`src/rtl/etfp_pkg.sv`:
```
// Shared types and constants for the Ethernet transmit framer and padder.
// Holds the command item passed from the front end to the byte emitter.
// No dependencies.
`timescale 1ns / 1ps

package etfp_pkg;

	localparam int MAC_W          = 48;
	localparam int TYPE_W         = 16;
	localparam int LEN_W          = 11;
	localparam int BYTE_W         = 8;
	localparam int IDX_W          = 6;    // result index within one command, 0..63
	localparam int HDR_BYTES      = 14;
	localparam int FCS_BYTES      = 4;
	localparam int RESULT_BUDGET  = 64;

	localparam int DEF_MIN_PAYLOAD = 46;
	localparam int DEF_MAX_PAYLOAD = 1500;
	localparam int DEF_QUEUE_DEPTH = 4;

	localparam logic REQ_START   = 1'b0;
	localparam logic REQ_PAYLOAD = 1'b1;

	localparam logic STATUS_OK     = 1'b0;
	localparam logic STATUS_REJECT = 1'b1;

	typedef enum logic [1:0] {
		KIND_HEADER = 2'd0,
		KIND_DATA   = 2'd1,
		KIND_REJECT = 2'd2
	} cmd_kind_t;

	// One command: a run of output bytes produced by a single accepted item.
	typedef struct packed {
		cmd_kind_t               kind;
		logic [MAC_W-1:0]        dest_mac;
		logic [TYPE_W-1:0]       ether_type;
		logic [BYTE_W-1:0]       data_byte;
		logic                    close;     // run ends the frame: last mark on final byte
		logic [IDX_W-1:0]        last_idx;  // index of the final byte of the run
	} cmd_t;

endpackage

```
`src/rtl/ethernet_tx_framer_padder.sv`:
```
// Top level of the Ethernet transmit framer and padder.
// Depends on etfp_pkg, etfp_front, etfp_queue and etfp_back.
//
//   channel  signals                                               dir  handshake
//   in       req_type dest_mac ether_type payload_len payload_byte in   in_valid / in_stall
//   out      out_byte out_last status                              out  out_valid / out_stall
//   cfg      cfg_wr_data (source_mac)                              in   cfg_wr_en
//
// A payload item that does not close its frame leaves as one byte. A start item yields
// 14 header bytes (a too-long one yields a reject byte); a closing item adds padding and
// four zero bytes in the FCS slots. Each run has at most 64 bytes, one per cycle from the
// emitter while out_stall is low. The front end keeps accepting while the command queue
// has room. Reset clears frame state, queue and output valid; source_mac resets to zero.
// out_stall holds the output register; in_stall rises only when the queue is full.
`timescale 1ns / 1ps

module ethernet_tx_framer_padder import etfp_pkg::*; #(
	parameter int MIN_PAYLOAD = DEF_MIN_PAYLOAD,
	parameter int MAX_PAYLOAD = DEF_MAX_PAYLOAD,
	parameter int QUEUE_DEPTH = DEF_QUEUE_DEPTH
) (
	input  logic              clk,
	input  logic              arst_n,
	input  logic              cfg_wr_en,
	input  logic [MAC_W-1:0]  cfg_wr_data,
	input  logic              in_valid,
	output logic              in_stall,
	input  logic              req_type,
	input  logic [MAC_W-1:0]  dest_mac,
	input  logic [TYPE_W-1:0] ether_type,
	input  logic [LEN_W-1:0]  payload_len,
	input  logic [BYTE_W-1:0] payload_byte,
	output logic              out_valid,
	input  logic              out_stall,
	output logic [BYTE_W-1:0] out_byte,
	output logic              out_last,
	output logic              status
);

	logic [MAC_W-1:0] source_mac_q;
	logic             q_full;
	logic             q_empty;
	logic             accept;
	logic             push;
	logic             pop;
	cmd_t             wr_cmd;
	cmd_t             head;

	assign in_stall = q_full;
	assign accept   = in_valid && !q_full;

	always_ff @(posedge clk or negedge arst_n) begin
		if (!arst_n) begin
			source_mac_q <= '0;
		end else if (cfg_wr_en) begin
			source_mac_q <= cfg_wr_data;
		end
	end

	etfp_front #(
		.MIN_PAYLOAD (MIN_PAYLOAD),
		.MAX_PAYLOAD (MAX_PAYLOAD)
	) u_front (
		.clk          (clk),
		.arst_n       (arst_n),
		.accept       (accept),
		.req_type     (req_type),
		.dest_mac     (dest_mac),
		.ether_type   (ether_type),
		.payload_len  (payload_len),
		.payload_byte (payload_byte),
		.push         (push),
		.cmd          (wr_cmd)
	);

	etfp_queue #(
		.DEPTH (QUEUE_DEPTH)
	) u_queue (
		.clk    (clk),
		.arst_n (arst_n),
		.push   (push),
		.wr_cmd (wr_cmd),
		.pop    (pop),
		.rd_cmd (head),
		.empty  (q_empty),
		.full   (q_full)
	);

	etfp_back u_back (
		.clk        (clk),
		.arst_n     (arst_n),
		.source_mac (source_mac_q),
		.head       (head),
		.empty      (q_empty),
		.pop        (pop),
		.out_stall  (out_stall),
		.out_valid  (out_valid),
		.out_byte   (out_byte),
		.out_last   (out_last),
		.status     (status)
	);

endmodule

```
`src/rtl/etfp_front.sv`:
```
// Front end: accepts items, tracks the open frame and turns each item into a command.
// Depends on etfp_pkg.
`timescale 1ns / 1ps

module etfp_front import etfp_pkg::*; #(
	parameter int MIN_PAYLOAD = DEF_MIN_PAYLOAD,
	parameter int MAX_PAYLOAD = DEF_MAX_PAYLOAD
) (
	input  logic              clk,
	input  logic              arst_n,
	input  logic              accept,
	input  logic              req_type,
	input  logic [MAC_W-1:0]  dest_mac,
	input  logic [TYPE_W-1:0] ether_type,
	input  logic [LEN_W-1:0]  payload_len,
	input  logic [BYTE_W-1:0] payload_byte,
	output logic              push,
	output cmd_t              cmd
);

	localparam logic [LEN_W-1:0] MinLen = LEN_W'(MIN_PAYLOAD);
	localparam logic [LEN_W-1:0] MaxLen = LEN_W'(MAX_PAYLOAD);

	logic             open_q;
	logic             rejecting_q;
	logic [LEN_W-1:0] decl_q;
	logic [LEN_W-1:0] taken_q;

	logic             is_start;
	logic             too_long;
	logic [LEN_W-1:0] taken_n;
	logic             done;
	logic             close;
	logic [LEN_W-1:0] pad_base;
	logic [LEN_W-1:0] pad_full;
	logic [7:0]       tail;
	logic [7:0]       total;

	assign is_start = (req_type == REQ_START);
	assign too_long = (payload_len > MaxLen);
	assign taken_n  = taken_q + LEN_W'(1);
	assign done     = (taken_n >= decl_q);
	assign close    = is_start ? (payload_len == '0) : done;

	// padding up to the minimum payload, then FCS; whole run capped at the budget
	assign pad_base = is_start ? '0 : decl_q;
	assign pad_full = (pad_base < MinLen) ? (MinLen - pad_base) : '0;
	assign tail     = close ? (8'(pad_full) + 8'(FCS_BYTES)) : '0;
	assign total    = (is_start ? 8'(HDR_BYTES) : 8'd1) + tail;

	always_comb begin
		cmd.dest_mac   = dest_mac;
		cmd.ether_type = ether_type;
		cmd.data_byte  = payload_byte;
		cmd.close      = close;
		cmd.last_idx   = (total > 8'(RESULT_BUDGET)) ? IDX_W'(RESULT_BUDGET - 1)
		                                             : IDX_W'(total - 8'd1);
		if (is_start && too_long) begin
			cmd.kind     = KIND_REJECT;
			cmd.close    = 1'b1;
			cmd.last_idx = '0;
		end else if (is_start) begin
			cmd.kind = KIND_HEADER;
		end else begin
			cmd.kind = KIND_DATA;
		end
		push = accept && (is_start || (open_q && !rejecting_q));
	end

	always_ff @(posedge clk or negedge arst_n) begin
		if (!arst_n) begin
			open_q      <= 1'b0;
			rejecting_q <= 1'b0;
			decl_q      <= '0;
			taken_q     <= '0;
		end else if (accept) begin
			if (is_start) begin
				decl_q      <= payload_len;
				taken_q     <= '0;
				open_q      <= too_long || (payload_len != '0);
				rejecting_q <= too_long;
			end else if (open_q) begin
				taken_q <= taken_n;
				if (done) begin
					open_q      <= 1'b0;
					rejecting_q <= 1'b0;
				end
			end
		end
	end

	a_rej_open: assert property (@(posedge clk) disable iff (!arst_n)
		rejecting_q |-> open_q)
		else $error("rejecting with no open frame");

	a_taken_below: assert property (@(posedge clk) disable iff (!arst_n)
		open_q |-> (taken_q < decl_q))
		else $error("open frame has taken all its bytes");

	a_stray_quiet: assert property (@(posedge clk) disable iff (!arst_n)
		(accept && (req_type == REQ_PAYLOAD) && !open_q) |-> !push)
		else $error("stray byte produced a command");

endmodule

```
`src/rtl/etfp_queue.sv`:
```
// Short command queue between the front end and the byte emitter.
// Depends on etfp_pkg.
`timescale 1ns / 1ps

module etfp_queue import etfp_pkg::*; #(
	parameter int DEPTH = DEF_QUEUE_DEPTH   // at least 2
) (
	input  logic clk,
	input  logic arst_n,
	input  logic push,
	input  cmd_t wr_cmd,
	input  logic pop,
	output cmd_t rd_cmd,
	output logic empty,
	output logic full
);

	localparam int AW = $clog2(DEPTH);
	localparam int CW = $clog2(DEPTH + 1);
	localparam logic [AW-1:0] LastPtr = AW'(DEPTH - 1);

	cmd_t          mem_q [DEPTH];
	logic [AW-1:0] wr_ptr_q;
	logic [AW-1:0] rd_ptr_q;
	logic [CW-1:0] count_q;

	assign empty  = (count_q == '0);
	assign full   = (count_q == CW'(DEPTH));
	assign rd_cmd = mem_q[rd_ptr_q];

	always_ff @(posedge clk) begin
		if (push) begin
			mem_q[wr_ptr_q] <= wr_cmd;
		end
	end

	always_ff @(posedge clk or negedge arst_n) begin
		if (!arst_n) begin
			wr_ptr_q <= '0;
			rd_ptr_q <= '0;
			count_q  <= '0;
		end else begin
			if (push) begin
				wr_ptr_q <= (wr_ptr_q == LastPtr) ? '0 : wr_ptr_q + AW'(1);
			end
			if (pop) begin
				rd_ptr_q <= (rd_ptr_q == LastPtr) ? '0 : rd_ptr_q + AW'(1);
			end
			unique case ({push, pop})
				2'b10:   count_q <= count_q + CW'(1);
				2'b01:   count_q <= count_q - CW'(1);
				default: count_q <= count_q;
			endcase
		end
	end

	a_no_overflow: assert property (@(posedge clk) disable iff (!arst_n)
		full |-> !push)
		else $error("push into full queue");

	a_no_underflow: assert property (@(posedge clk) disable iff (!arst_n)
		empty |-> !pop)
		else $error("pop from empty queue");

	a_ptr_track: assert property (@(posedge clk) disable iff (!arst_n)
		(empty || full) |-> (wr_ptr_q == rd_ptr_q))
		else $error("queue pointers out of step with count");

endmodule

```
`src/rtl/etfp_back.sv`:
```
// Byte emitter: expands the command at the queue head into frame bytes, one per cycle unless stalled.
// Depends on etfp_pkg.
`timescale 1ns / 1ps

module etfp_back import etfp_pkg::*; (
	input  logic              clk,
	input  logic              arst_n,
	input  logic [MAC_W-1:0]  source_mac,
	input  cmd_t              head,
	input  logic              empty,
	output logic              pop,
	input  logic              out_stall,
	output logic              out_valid,
	output logic [BYTE_W-1:0] out_byte,
	output logic              out_last,
	output logic              status
);

	logic [IDX_W-1:0]  n_q;
	logic              valid_q;
	logic [BYTE_W-1:0] byte_q;
	logic              last_q;
	logic              status_q;

	logic              adv;
	logic              at_end;
	logic [2:0]        dst_k;
	logic [2:0]        src_k;
	logic [BYTE_W-1:0] byte_d;

	assign adv    = !valid_q || !out_stall;
	assign at_end = (n_q == head.last_idx);
	assign pop    = adv && !empty && at_end;

	// byte positions within each address, most significant first
	assign dst_k = 3'(3'd5 - n_q[2:0]);
	assign src_k = 3'(4'd11 - n_q[3:0]);

	always_comb begin
		byte_d = '0;
		unique case (head.kind)
			KIND_HEADER: begin
				priority if (n_q < IDX_W'(6)) begin
					byte_d = head.dest_mac[{dst_k, 3'b000} +: BYTE_W];
				end else if (n_q < IDX_W'(12)) begin
					byte_d = source_mac[{src_k, 3'b000} +: BYTE_W];
				end else if (n_q == IDX_W'(12)) begin
					byte_d = head.ether_type[15:8];
				end else if (n_q == IDX_W'(13)) begin
					byte_d = head.ether_type[7:0];
				end else begin
					byte_d = '0;
				end
			end
			KIND_DATA: begin
				byte_d = (n_q == '0) ? head.data_byte : '0;
			end
			default: begin
				byte_d = '0;
			end
		endcase
	end

	always_ff @(posedge clk or negedge arst_n) begin
		if (!arst_n) begin
			n_q     <= '0;
			valid_q <= 1'b0;
		end else if (adv) begin
			valid_q <= !empty;
			if (!empty) begin
				n_q <= at_end ? '0 : n_q + IDX_W'(1);
			end
		end
	end

	always_ff @(posedge clk) begin
		if (adv && !empty) begin
			byte_q   <= byte_d;
			last_q   <= head.close && at_end;
			status_q <= (head.kind == KIND_REJECT) ? STATUS_REJECT : STATUS_OK;
		end
	end

	assign out_valid = valid_q;
	assign out_byte  = byte_q;
	assign out_last  = last_q;
	assign status    = status_q;

	a_idle_index: assert property (@(posedge clk) disable iff (!arst_n)
		empty |-> (n_q == '0))
		else $error("run index left over with queue empty");

	a_index_bound: assert property (@(posedge clk) disable iff (!arst_n)
		!empty |-> (n_q <= head.last_idx))
		else $error("run index past end of command");

	a_reject_last: assert property (@(posedge clk) disable iff (!arst_n)
		(valid_q && (status_q == STATUS_REJECT)) |-> last_q)
		else $error("reject result without last mark");

endmodule
```
`config.mk`:
```
export PLATFORM = sky130hd
export DESIGN_NAME = ethernet_tx_framer_padder
export DESIGN_NICKNAME = d
export VERILOG_FILES = /design/src/rtl/etfp_pkg.sv /design/src/rtl/ethernet_tx_framer_padder.sv /design/src/rtl/etfp_front.sv /design/src/rtl/etfp_queue.sv /design/src/rtl/etfp_back.sv
export SDC_FILE = /design/constraint.sdc
export NUM_CORES = 1
export LEC_CHECK = 0
export BUFFER_PORTS_ARGS = -buffer_cell sky130_fd_sc_hd__buf_2
export CORE_ASPECT_RATIO = 1.4
export CORE_MARGIN = 8
export CORE_UTILIZATION = 45
export DETAILED_ROUTE_END_ITERATION = 6
export GPL_TIMING_DRIVEN = 0
export PLACE_DENSITY = 0.68
export SETUP_SLACK_MARGIN = 0.3
export SLEW_MARGIN = 20
export SYNTH_ARGS = -nofsm -noshare
export SYNTH_HDL_FRONTEND = slang
export SYNTH_SLANG_ARGS = --single-unit
```
`constraint.sdc`:
```
create_clock -name clk -period 4.7 [get_ports clk]
set_input_delay 0.94 -clock clk [delete_from_list [all_inputs] [get_ports clk]]
set_output_delay 0.94 -clock clk [all_outputs]
set_load 0.1 [all_outputs]
```
-- Word level (Yosys, flattened, before mapping)
Memories as Yosys holds them, arrays and structs flattened.
Cells that the tools add are included.
- bits in registers: 96
- bits in writable memories: 324
- input port bits: 137
- output and inout bits: 12
- logic and storage cells: 103
- memories kept: 1
- add/subtract/negate cells: 12
- $lt $le $gt $ge: 6
- equality and inequality tests: 12
- shifts and indexed selects: 2
- multiplexer cells: 30
- bitwise logic cells: 2
- reductions and logical operators: 25
- memory list (memory ; words ; bits a word ; rd ports ; clocked after memory_dff ; wr ports ; line ; text):
    u_queue.mem_q ; 4 ; 81 ; 1 ; 0 ; 1 ; etfp_queue.sv:22 ; cmd_t mem_q [DEPTH];
- operator list (cell ; number):
    48-bit by 7-bit indexed part select with 8-bit output ; 2
    8-bit 2-to-1 mux ; 7
    11-bit 2-to-1 mux ; 3
    8-bit one-hot mux with 2 select lines ; 1
    6-bit by 4-bit == test with 1-bit output, second input constant ; 2
    6-bit 2-to-1 mux ; 2
    11-bit by 1-bit adder with 11-bit output, second input constant ; 1
    11-bit >= comparator ; 1
    11-bit greater-than comparator, second input constant ; 1
    11-bit zero test ; 1
    11-bit by 6-bit less-than comparator with 1-bit output, second input constant ; 1
    1-bit 2-to-1 mux ; 11
    11-bit nonzero test ; 1
    4-bit by 8-bit adder with 8-bit output ; 1
    8-bit by 3-bit adder with 8-bit output, second input constant ; 1
    2-bit == test, second input constant ; 4
    8-bit by 7-bit greater-than comparator with 1-bit output, second input constant ; 1
    6-bit by 8-bit subtractor with 8-bit output, first input constant ; 1
    1-bit logical AND ; 7
    7-bit 2-to-1 mux ; 1
    6-bit by 1-bit adder with 6-bit output, second input constant ; 1
    6-bit == test ; 1
    6-bit zero test ; 1
    6-bit by 3-bit less-than comparator with 1-bit output, second input constant ; 1
    21 further kinds ; 35

-- Logic depth before layout (Yosys ltp)
Gate-level depths: netlist of the first run.
- word-level depth: 9
- mapped depth: 20
- depth with buffers taken out: 20

-- Modules after synthesis
A second synthesis of the first run with hierarchy kept.
- cells, all modules: 1037
- area total of the unflattened synthesis: 18521.5 um2
- modules (own cells, without submodules) (module ; instances ; cells each ; area each (um2) ; sequential area each (um2)):
    etfp_queue ; 1 ; 461 ; 12111.6 ; 9904.5
    etfp_front ; 1 ; 312 ; 2632.5 ; 600.6
    etfp_back ; 1 ; 162 ; 1910.6 ; 475.5
    ethernet_tx_framer_padder ; 1 ; 102 ; 1866.8 ; 1201.2

-- Worst setup path before layout of the first run
OpenSTA, ideal clock, no wires.
- path type: register to register
- from: register u_front.taken_q[0]
- to: memory u_queue.mem_q[0][5] (netlist name) (data pin)
- library setup time: 0.281 ns
- arrival time: 4.251 ns
- required time: 4.419 ns
- slack: 0.168 ns
- cell stages (with the launch flop): 21
- buffers on the path: 0
- period minus slack after synthesis: 4.532 ns
- cells stage by stage: dfrtp_1 ha_1 nand3_1 nor2_1 and3_1 xor2_1 ha_1 and4_4 and2_4 a221oi_4 nor2_1 and3_1 ha_1 fa_1 xor2_1 nor3_1 o21ai_0 nand2b_1 mux2i_1 xnor2_1 o21ai_1
- RTL lines (item ; line ; text):
    start, declared ; etfp_front.sv:27 ; logic [LEN_W-1:0] taken_q;
    start signal, assigned ; etfp_front.sv:83 ; taken_q <= taken_n;
    end, declared ; etfp_queue.sv:22 ;

==> impl_results.md, run 1 <==
* Status: finished clean
* Initial Util at 45.3%
* Setup TNS at 0 ns
* Peak fanout along the critical path at 6
* Wirelength per Cell at approximately 23 µm
* Worst-path clk slew at ~0.060 ns
* DR iter-0 viols at 716
* Commonest non-fill, non-tap cell in the layout: edfxtp_1
* Slew HR at 28.2%
* Area delta synth->final at 18.1%
* Synth Area in Adders at 2.35%
* Placed Area at 19300 µm²
* Worst EP required at 4.96 ns
* First-pass GRT wire length at slightly above 60000 µm
* Final hold violations at 0
* Fmax at between 200 and 250 MHz
* Post-synth cell types at 53
* Layout cells sized above 1 at a little over a third
* Worst-skew pair later-pin latency at around 0.55 ns
* CORE AREA at about 39000 µm²
* Final Cycle Share at 93.7%
* Syn nets at 1148
* Hold Worst Slack at between 0.3 and 0.4 ns
* Leading post-synthesis cells by cell area: edfxtp_1 (57%), mux4_2 (12%), dfrtp_1 (12%)
* Worst Tran Pin Value at 1.07 ns
* Yosys top cell area share at 56.7%
* Worst Path Arrival at 4.66 ns
* Power per cell area at 563 nW/µm²
* Syn. warnings at 0
* Synth Area in XOR/XNOR at 1.48%
* Sequential Power Share at a little over two fifths
* Clock Skews at 0.0122 ns
* Leakage power at about 7.4 nW
* Fin nets at 1361
* Max-cap violations at 0
* Fillers at 3106
* Slew Viols, Final at 0
* DP HPWL at 26900 µm
* Post-route minimum period at ~4.4 ns
* Largest net degree at the start of global routing at just under 60
* Syn Inst Count at 979
* Most used DFF post-synth: edfxtp_1
* Die Height at ~250 µm
* Switching share of power at 32.5%
* # hold bufs at CTS at 0
* Initial antenna violation count at 17
* Total CTS buffers at 40
* Setup WS pre-CTS at -0.288 ns
* Power, Total at 11.8 mW
* RSZ-0062 raised after global routing: true
* Commonest cells after routing, fill and taps aside: edfxtp_1 (334), buf_2 (160), mux4_2 (97)
* IO Pins at 149
* Largest family of logic cells by synthesized area: multiplexers
* H-tree Lvls at 2
* Yosys reg bits at between 400 and 500
* Combinational share of power at between 30% and 40%
* Mean Syn Cell Area at 18.1 µm²
* Total Wirelength at 39800 µm
* Post-synth EDFFs at between 300 and 400
* Final setup viols at 0
* Die ar. at 46000 µm²
* Total grt overflow at 0
* Total GRT Usage at 17.4%
* Post-synth top area cell: edfxtp_1
* Multiplexer share of the synthesized area at 16.9%
* Rows at 86
* Clock share of power at 26.3%
* Internal power at 7.94 mW
* CTS root buf: clkbuf_16
* Peak supply drop at 0.261 mV
* CTS tree: built
* Number of global-route vias before repair at 10.5k
* RePlAce Congestion at slightly above 0.8
* Via-to-Cell Ratio at 5.49
* Compound-gate portion of the synthesized area at under 10%
* Post-route cell area at 20900 µm²
* CTS Sinks at 420
* Async S/R FF share, synth at 20.5%
* Iteration count of the initial detailed-routing pass at 5
* NetSw at 3.83 mW
* Port bufs at around 150
* Synth Cell Area at 17700 µm²
* Crit end category: register
* PnR worst setup slack at around 0.3 ns
* Detail Route Antenna Nets at 0
* Worst hold path type: primary input to asynchronous set/reset pin
* Post-synthesis simple-gate area fraction at ~4.4%
* WS Path Type: register to register
* Post-synthesis sequential area ratio at 68.8%
* DR DRC count at 0
* Vias at 9648
* Crit start category: register
* Die Wd at 184 µm
* Clock Path Buffers at 3
==> cells in the mapped netlist (all sizes together) (4+ instances only) <==
master   count
a2111oi      8
a211oi       4
a21oi       17
a32o        10
and2        11
and3         8
buf         24
clkbuf      21
dfrtp       86
edfxtp     334
ha          30
inv         31
mux2        54
mux2i       19
mux4        97
nand2       32
nand2b       5
nand3       19
nor2        19
nor2b       22
nor3         7
o21ai       38
o22ai       11
o31ai        9
xnor2       19
xor2        11
==> sequential cells by signal, summed over array words and instances (netlist names) <==
signal               flops
source_mac_q            48
u_front.open_q           1
u_back.n_q               6
u_back.out_last          1
u_queue.mem_q          324
u_queue.wr_ptr_q         2
u_back.status            1
u_queue.rd_ptr_q         2
u_back.out_byte          8
u_front.decl_q          11
u_queue.count_q          3
u_front.rejecting_q      1
u_back.out_valid         1
u_front.taken_q         11
==> critical path: stages (launching register included) <==
cell	delay [ns]
dfrtp_1	0.41
ha_4	0.18
nand3_4	0.10
nor2_4	0.13
and3_4	0.20
xor2_2	0.16
ha_1	0.26
and4_4	0.16
and2_4	0.14
a221oi_4	0.40
nor2_4	0.07
and3_4	0.19
ha_4	0.16
fa_2	0.43
inv_2	0.09
ha_4	0.13
or4b_4	0.48
o221ai_4	0.18
buf_12	0.16
o21ai_2	0.07
==> area by class of cell <==
type	instances	area, µm²	share of cell area, %
Buffer	45	201	0.964
Antenna cell	8	20.0	0.0958
Inverter	31	116	0.557
Tap cell	528	661	3.16
Clock inverter	21	188	0.898
Clock buffer	51	1060	5.05
Timing Repair Buffer	171	1050	5.01
Multi-Input combinational cell	483	5430	26.0
Sequential cell	420	12200	58.3
==> layer usage <==
layer / vias up / wire [µm] / GRT usage [%] / part of all wire [%]
met5: - / 93 / 0 / 0.23
met4: 16 / 1340 / 7.48 / 3.4
met3: 90 / 2070 / 3.84 / 5.2
met2: 233 / 21200 / 30.7 / 53
met1: 4957 / 15100 / 20.1 / 38
li1: 4352 / - / - / -
==> kinds of logic (layout without fill, tap and decap cells) <==
group	count (synthesis)	after routing
mux	170	170
other cells	0	8
fa+ha+maj	32	32
buf+inv	76	319
compound gates	110	110
flops	420	420
xor+xnor	30	30
simple gates	141	141
==> power by group through the flow <==
stage	Combinational (mW)	Clock (mW)	Sequential, mW
floorplan	2.25	0	5.34
global placement	3.51	0	5.11
detailed placement	3.66	0	5.06
CTS	3.74	3.16	4.99
global route	3.97	3.28	5.05
finish	3.68	3.10	4.99
==> path summary, 6_finish.rpt <==
check	start	endpoint	cells after the start	slack (ns)
worst min-delay path	arst_n	u_front.decl_q[8]	1	0.33
worst min register to register	u_queue.count_q[2]	u_queue.count_q[2]	1	0.50
worst max-delay path	u_front.taken_q[1]	u_queue.mem_q[1][0]	19	0.30
min in group clk	u_queue.count_q[2]	u_queue.count_q[2]	1	0.50
worst max register to register	u_front.taken_q[1]	u_queue.mem_q[1][0]	19	0.30
max in group asynchronous	arst_n	source_mac_q[32]	2	3.72
==> stage by stage <==
step	cells	utilization, %
after global placement	1654	49.0
after global routing	1755	53.5
after detailed placement	1661	49.5
after floorplan	979	-
after CTS	1747	53.3
final	1758	53.5
==> repair_timing <==
| item | in CTS | in global routing |
|---|---|---|
| gates cloned | 0 | 0 |
| pin swaps | 15 | 8 |
| setup endpoints to repair | 24 | 24 |
| buffers inserted | 14 | 3 |
| gates resized for setup | 27 | 4 |
Note: power is estimated with default switching activity, not from simulation.
==> inputs of run 2 (changes only) <==
--- a/config.mk
+++ b/config.mk
@@ -11,7 +11,7 @@
 export CORE_UTILIZATION = 45
 export DETAILED_ROUTE_END_ITERATION = 6
 export GPL_TIMING_DRIVEN = 0
-export PLACE_DENSITY = 0.68
+export PLACE_DENSITY = 0.66
 export SETUP_SLACK_MARGIN = 0.3
 export SLEW_MARGIN = 20
 export SYNTH_ARGS = -nofsm -noshare
==> constraint.sdc (replaced) <==
create_clock -name clk -period 4.75 [get_ports clk]
set_input_delay 0.95 -clock clk [delete_from_list [all_inputs] [get_ports clk]]
set_output_delay 0.95 -clock clk [all_outputs]
set_load 0.1 [all_outputs]
==> impl_results.md, run 2 (synthesis gave the netlist of run 1 again) <==
* RSZ-0062 raised after global routing: true (unchanged)
* Top reg by flops: u_queue.mem_q (unchanged)
* Vias at 9595 (was 9648)
* Max reg flops at 324 (unchanged)
* CTS Sinks at 420 (unchanged)
* Initial antenna violation count at 7 (was 17)
* FF-to-FF path depth at 19 (unchanged)
* CTS root buf: clkbuf_16 (unchanged)
* Worst Tran Pin Value at 1.03 ns (was 1.07 ns)
* Setup WS pre-CTS at -0.266 ns (was -0.288 ns)
* Slew Viols, Final at 0 (unchanged)
* Worst hold path type: primary input to asynchronous set/reset pin (unchanged)
* Total Wirelength at 39000 µm (was 39800 µm)
* Peak fanout along the critical path at 6 (unchanged)
* Hold Worst Slack at 0.225 ns (was 0.331 ns)
* Largest net degree at the start of global routing at 76 (was 58)
* Die ar. at 46000 µm² (unchanged)
* Slew HR at 31.2% (was 28.2%)
* Die Height at 251 µm (unchanged)
* RePlAce Congestion at 0.824 (was 0.821)
* Worst-path clk slew at 0.06 ns (about the same)
* Worst EP required at 4.99 ns (was 4.96 ns)
* Peak supply drop at 0.344 mV (was 0.261 mV)
* IO Pins at 149 (unchanged)
* Wirelength per Cell at 22.2 µm (was 22.7 µm)
* Commonest non-fill, non-tap cell in the layout: edfxtp_1 (unchanged)
* # diodes at 0 (was 8)
* R2r endpoint: u_queue.mem_q[2][0] (was u_queue.mem_q[1][0])
* Number of global-route vias before repair at 10.3k (was 10.5k)
* First-pass GRT wire length at 60100 µm (was 60800 µm)
* Largest regs: u_queue.mem_q: 324 flops, source_mac_q: 48 flops (unchanged)
* Area delta synth->final at 19.1% (was 18.1%)
* Total CTS buffers at 40 (unchanged)
* Crit end category: register (unchanged)
* Max-cap violations at 0 (unchanged)
* Power per cell area at 560 nW/µm² (was 563 nW/µm²)
* Layout cells sized above 1 at 37.7% (was 36.3%)
* Iteration count of the initial detailed-routing pass at 5 (unchanged)
* # hold bufs at CTS at 0 (unchanged)
* Setup TNS at 0 ns (unchanged)
* R2r setup slk at 0.30 ns (about the same)
* Clock Skews at 0.0117 ns (was 0.0122 ns)
* DR DRC count at 0 (unchanged)
* Leakage power at 7.51 nW (was 7.42 nW)
* CORE AREA at 39100 µm² (unchanged)
* Status: finished clean (unchanged)
* DP HPWL at 26300 µm (was 26900 µm)
* WS Path Type: register to register (unchanged)
* Worst Path Arrival at 4.69 ns (was 4.66 ns)
* Commonest cells after routing, fill and taps aside: edfxtp_1 (334), buf_2 (160), mux4_2 (97) (unchanged)
* Via-to-Cell Ratio at 5.47 (was 5.49)
* Detail Route Antenna Nets at 0 (unchanged)
* Clock Path Buffers at 3 (unchanged)
* Final Cycle Share at 93.7% (about the same)
* Final setup viols at 0 (unchanged)
* Fmax at 225 MHz (was 227 MHz)
* Total GRT Usage at 17.0% (was 17.4%)
* DR iter-0 viols at 574 (was 716)
* Initial Util at 45.3% (unchanged)
* Crit start category: register (unchanged)
* Fin nets at 1365 (was 1361)
* PnR worst setup slack at 0.299 ns (was 0.298 ns)
* R2r startpoint: u_front.taken_q[0] (was u_front.taken_q[1])
* Total grt overflow at 0 (unchanged)
* Die Wd at 184 µm (unchanged)
* Rows at 86 (unchanged)
* Worst-skew pair later-pin latency at 0.53 ns (was 0.55 ns)
* Post-route minimum period at 4.45 ns (was 4.40 ns)
* CTS tree: built (unchanged)
* Port bufs at 147 (unchanged)
* H-tree Lvls at 2 (unchanged)
* Final hold violations at 0 (unchanged)
[run 2: changes by cell type in the layout (fill, tap and decap cells not counted), moves of 3 or more]
cell      delta
clkinv_1     -5
ha_1         -3
clkinv_2     +4
buf_6        +3
ha_4         +3
diode_2      -8
clkbuf_1     -3
clkbuf_8     +9
[run 2: timing repair]
item | CTS | global route
endpoints found under the setup margin | 24 | 24
setup buffers | 14 | 7
resized for setup | 33 | 20
pin swaps | 15 | 17
[run 2: worst max-delay path by stage]
stage / endpoint / from / cells after the start
final: u_queue.mem_q[2][0] / u_front.taken_q[0] / 19
after global routing: u_queue.mem_q[0][5] / u_front.taken_q[0] / 19
after CTS: u_queue.mem_q[2][0] / u_front.taken_q[1] / 19
after detailed placement: u_queue.mem_q[2][2] / u_front.taken_q[0] / 18
after global placement: u_queue.mem_q[3][55] / req_type / 6
after floorplan: u_queue.mem_q[0][2] / u_front.taken_q[0] / 18
[run 2: where the power goes]
| group | total, mW | internal [mW] | leakage, nW | switching, mW |
|---|---|---|---|---|
| sequential | 4.93 | 4.71 | 4.10 | 0.220 |
| clock | 3.20 | 1.88 | 0.655 | 1.32 |
| combinational | 3.69 | 1.46 | 2.75 | 2.23 |
[run 2: routing by layer]
layer | routed length [µm] | GRT usage, % | part of all wire, %
met4 | 1030 | 5.10 | 2.6
met2 | 20600 | 30.2 | 53
met1 | 15600 | 20.6 | 40
met5 | 59 | 0 | 0.15
met3 | 1780 | 3.22 | 4.5
[run 2: critical path, stage by stage (launching register included)]
cell and delay [ns]:
dfrtp_1 0.40, ha_4 0.17, nand3_4 0.08, nor2_4 0.15, and3_4 0.23, xor2_4 0.19, ha_4 0.23, and4_4 0.16
and2_4 0.14, a221oi_4 0.36, buf_4 0.19, nor3_2 0.05, ha_4 0.35, nand3_1 0.18, a21oi_4 0.25, nor2_2 0.08
or4b_4 0.50, o221ai_4 0.21, buf_12 0.16, o21ai_2 0.07
[run 2: cell type report]
cell class / instances / area [µm²]
fillers: 3091 / 18000
clock inverters: 16 / 169
inverters: 31 / 116
multi-input cells: 483 / 5490
clock buffers: 57 / 1160
well taps: 528 / 661
flip-flops and latches: 420 / 12200
plain buffers: 45 / 203
repair buffers: 175 / 1100
[run 2: metrics by stage]
step / instance area [µm²] / total power, mW / util (%) / std cells
6_report: 21100 / 11.8 / 54.0 / 1755
3_5_place_dp: 19300 / 8.67 / 49.4 / 1661
3_3_place_gp: 19100 / 8.58 / 48.9 / 1654
4_1_cts: 20900 / 11.9 / 53.5 / 1748
5_1_grt: 21100 / 12.3 / 54.0 / 1755
2_1_floorplan: 17700 / 7.50 / - / 979
==> inputs of run 3 (changes only) <==
--- a/config.mk
+++ b/config.mk
@@ -5,7 +5,7 @@
 export SDC_FILE = /design/constraint.sdc
 export NUM_CORES = 1
 export LEC_CHECK = 0
-export BUFFER_PORTS_ARGS = -buffer_cell sky130_fd_sc_hd__buf_2
+export BUFFER_PORTS_ARGS = -buffer_cell sky130_fd_sc_hd__buf_4
 export CORE_ASPECT_RATIO = 1.4
 export CORE_MARGIN = 8
 export CORE_UTILIZATION = 45
==> impl_results.md, run 3 (synthesis gave the netlist of run 1 again) <==
* Worst-skew pair later-pin latency at 0.54 ns (was 0.53 ns)
* R2r endpoint: u_queue.mem_q[0][4] (was u_queue.mem_q[2][0])
* Initial Util at 45.3% (unchanged)
* Final setup viols at 0 (unchanged)
* First-pass GRT wire length at 60500 µm (was 60100 µm)
* Total Wirelength at 39200 µm (was 39000 µm)
* Worst setup endpoint: u_queue.mem_q[0][4] (was u_queue.mem_q[2][0])
* Commonest non-fill, non-tap cell in the layout: edfxtp_1 (unchanged)
* Final Util at 54.6% (was 54.0%)
* Clock Path Buffers at 3 (unchanged)
* Total CTS buffers at 41 (was 40)
* Fmax at 225 MHz (about the same)
* Clock Skews at 0.0161 ns (was 0.0117 ns)
* Top reg by flops: u_queue.mem_q (unchanged)
* Total GRT Usage at 17.2% (was 17.0%)
* Crit start category: register (unchanged)
* FF-to-FF path depth at 18 (was 19)
* Max-cap violations at 0 (unchanged)
* R2r startpoint: u_front.taken_q[0] (unchanged)
* Die Wd at 184 µm (unchanged)
* Setup WS pre-CTS at -0.325 ns (was -0.266 ns)
* Fillers at 3062 (was 3091)
* Max reg flops at 324 (unchanged)
* Worst Tran Pin Value at 1.06 ns (was 1.03 ns)
* PnR worst setup slack at 0.307 ns (was 0.299 ns)
* # hold bufs at CTS at 0 (unchanged)
* Worst EP required at 4.99 ns (about the same)
* Largest net degree at the start of global routing at 57 (was 76)
* # diodes at 0 (unchanged)
* DP HPWL at 26400 µm (was 26300 µm)
* Peak supply drop at 0.354 mV (was 0.344 mV)
* Status: finished clean (unchanged)
* Total grt overflow at 0 (unchanged)
* Slew HR at 28.6% (was 31.2%)
* RePlAce Congestion at 0.807 (was 0.824)
* Crit end category: register (unchanged)
* Fin nets at 1361 (was 1365)
* IO Pins at 149 (unchanged)
* RSZ-0062 raised after global routing: true (unchanged)
* DR DRC count at 0 (unchanged)
* Detail Route Antenna Nets at 0 (unchanged)
* H-tree Lvls at 2 (unchanged)
* WS Path Type: register to register (unchanged)
* CTS tree: built (unchanged)
* DR iter-0 viols at 588 (was 574)
* Post-route minimum period at 4.44 ns (was 4.45 ns)
* Wirelength per Cell at 22.4 µm (was 22.2 µm)
* CTS root buf: clkbuf_16 (unchanged)
* Number of global-route vias before repair at 10.4k (was 10.3k)
* Via-to-Cell Ratio at 5.45 (was 5.47)
* Power, Total at 11.7 mW (was 11.8 mW)
* Worst Path Arrival at 4.69 ns (about the same)
* Port bufs at 147 (unchanged)
* Final hold violations at 0 (unchanged)
* Worst setup startpoint: u_front.taken_q[0] (unchanged)
* Die Height at 251 µm (unchanged)
* Initial antenna violation count at 2 (was 7)
* CORE AREA at 39100 µm² (unchanged)
* Final Cycle Share at 93.5% (was 93.7%)
* Area delta synth->final at 20.4% (was 19.1%)
* Slew Viols, Final at 0 (unchanged)
* R2r setup slk at 0.31 ns (was 0.30 ns)
* Worst-path clk slew at 0.06 ns (about the same)
* Vias at 9538 (was 9595)
* Layout cells sized above 1 at 37.5% (was 37.7%)
* Commonest cells after routing, fill and taps aside: edfxtp_1 (334), buf_4 (166), mux4_2 (97) (was edfxtp_1 (334), buf_2 (160), mux4_2 (97))
* Leakage power at 7.55 nW (was 7.51 nW)
* Peak fanout along the critical path at 6 (unchanged)
* Die ar. at 46000 µm² (unchanged)
* Rows at 86 (unchanged)
* Power per cell area at 551 nW/µm² (was 560 nW/µm²)
* CTS Sinks at 420 (unchanged)
* Worst hold path type: primary input to asynchronous set/reset pin (unchanged)
* Iteration count of the initial detailed-routing pass at 5 (unchanged)
* Largest regs: u_queue.mem_q: 324 flops, source_mac_q: 48 flops (unchanged)
run 3: cell type report:
type / count / area (µm²) / share of cell area, %
Inverter: 31 / 116 / 0.546
Sequential cell: 420 / 12200 / 57.2
Clock inverter: 22 / 163 / 0.763
Timing Repair Buffer: 170 / 1390 / 6.51
Tap cell: 528 / 661 / 3.10
Clock buffer: 51 / 1110 / 5.19
Multi-Input combinational cell: 483 / 5490 / 25.8
Buffer: 45 / 203 / 0.951
run 3: critical path, cell delays in order (launching register included):
cell and delay, ns:
dfrtp_2 0.39, ha_4 0.16, nand3_4 0.10, nor2_4 0.14
nand3_2 0.11, xnor2_2 0.17, ha_1 0.33, and4_4 0.18
and2_4 0.14, a221oi_4 0.36, nor2_4 0.07, and3_4 0.22
ha_4 0.16, fa_2 0.43, inv_2 0.10, ha_4 0.13
or4b_4 0.48, o221ai_4 0.34, o21ai_2 0.14
run 3: stage by stage:
stage	TNS (ns)	cell area [µm²]	hold slack (ns)	instances
2_1_floorplan	0	17700	0.457	979
4_1_cts	0	21200	0.351	1745
6_report	0	21300	0.354	1750
3_5_place_dp	-6.95	19600	0.491	1660
3_3_place_gp	-528.82	19500	0.475	1654
5_1_grt	0	21300	0.376	1750
run 3: how the worst min path moves through the flow:
stage               slack [ns]               start            endpoint  depth (start not counted)
global route              0.38              arst_n    u_back.out_valid                          1
detailed placement        0.49    source_mac_q[13]    source_mac_q[13]                          1
global placement          0.48  u_queue.count_q[2]  u_queue.count_q[2]                          1
CTS                       0.35              arst_n    u_back.out_valid                          1
finish                    0.35              arst_n  u_queue.count_q[0]                          1
floorplan                 0.46  u_queue.count_q[2]  u_queue.count_q[2]                          1
run 3: repair_timing:
item	4_1_cts	5_1_grt
setup buffers	12	5
endpoints found under the setup margin	24	24
pin swaps	16	20
gates resized for setup	35	23
run 3: metal layers:
metal	global-route usage, %	part of all wire (%)	vias to the layer above
li1	-	-	4328
met3	3.57	5.5	61
met4	5.50	2.7	4
met2	30.7	53	258
met5	0	0.069	-
met1	20.4	39	4887
run 3: report_power, final:
part	total, mW	internal, mW	switching (mW)
Sequential	4.94	4.71	0.228
Clock	3.10	1.76	1.33
Combinational	3.71	1.50	2.21
Total	11.7	7.97	3.77
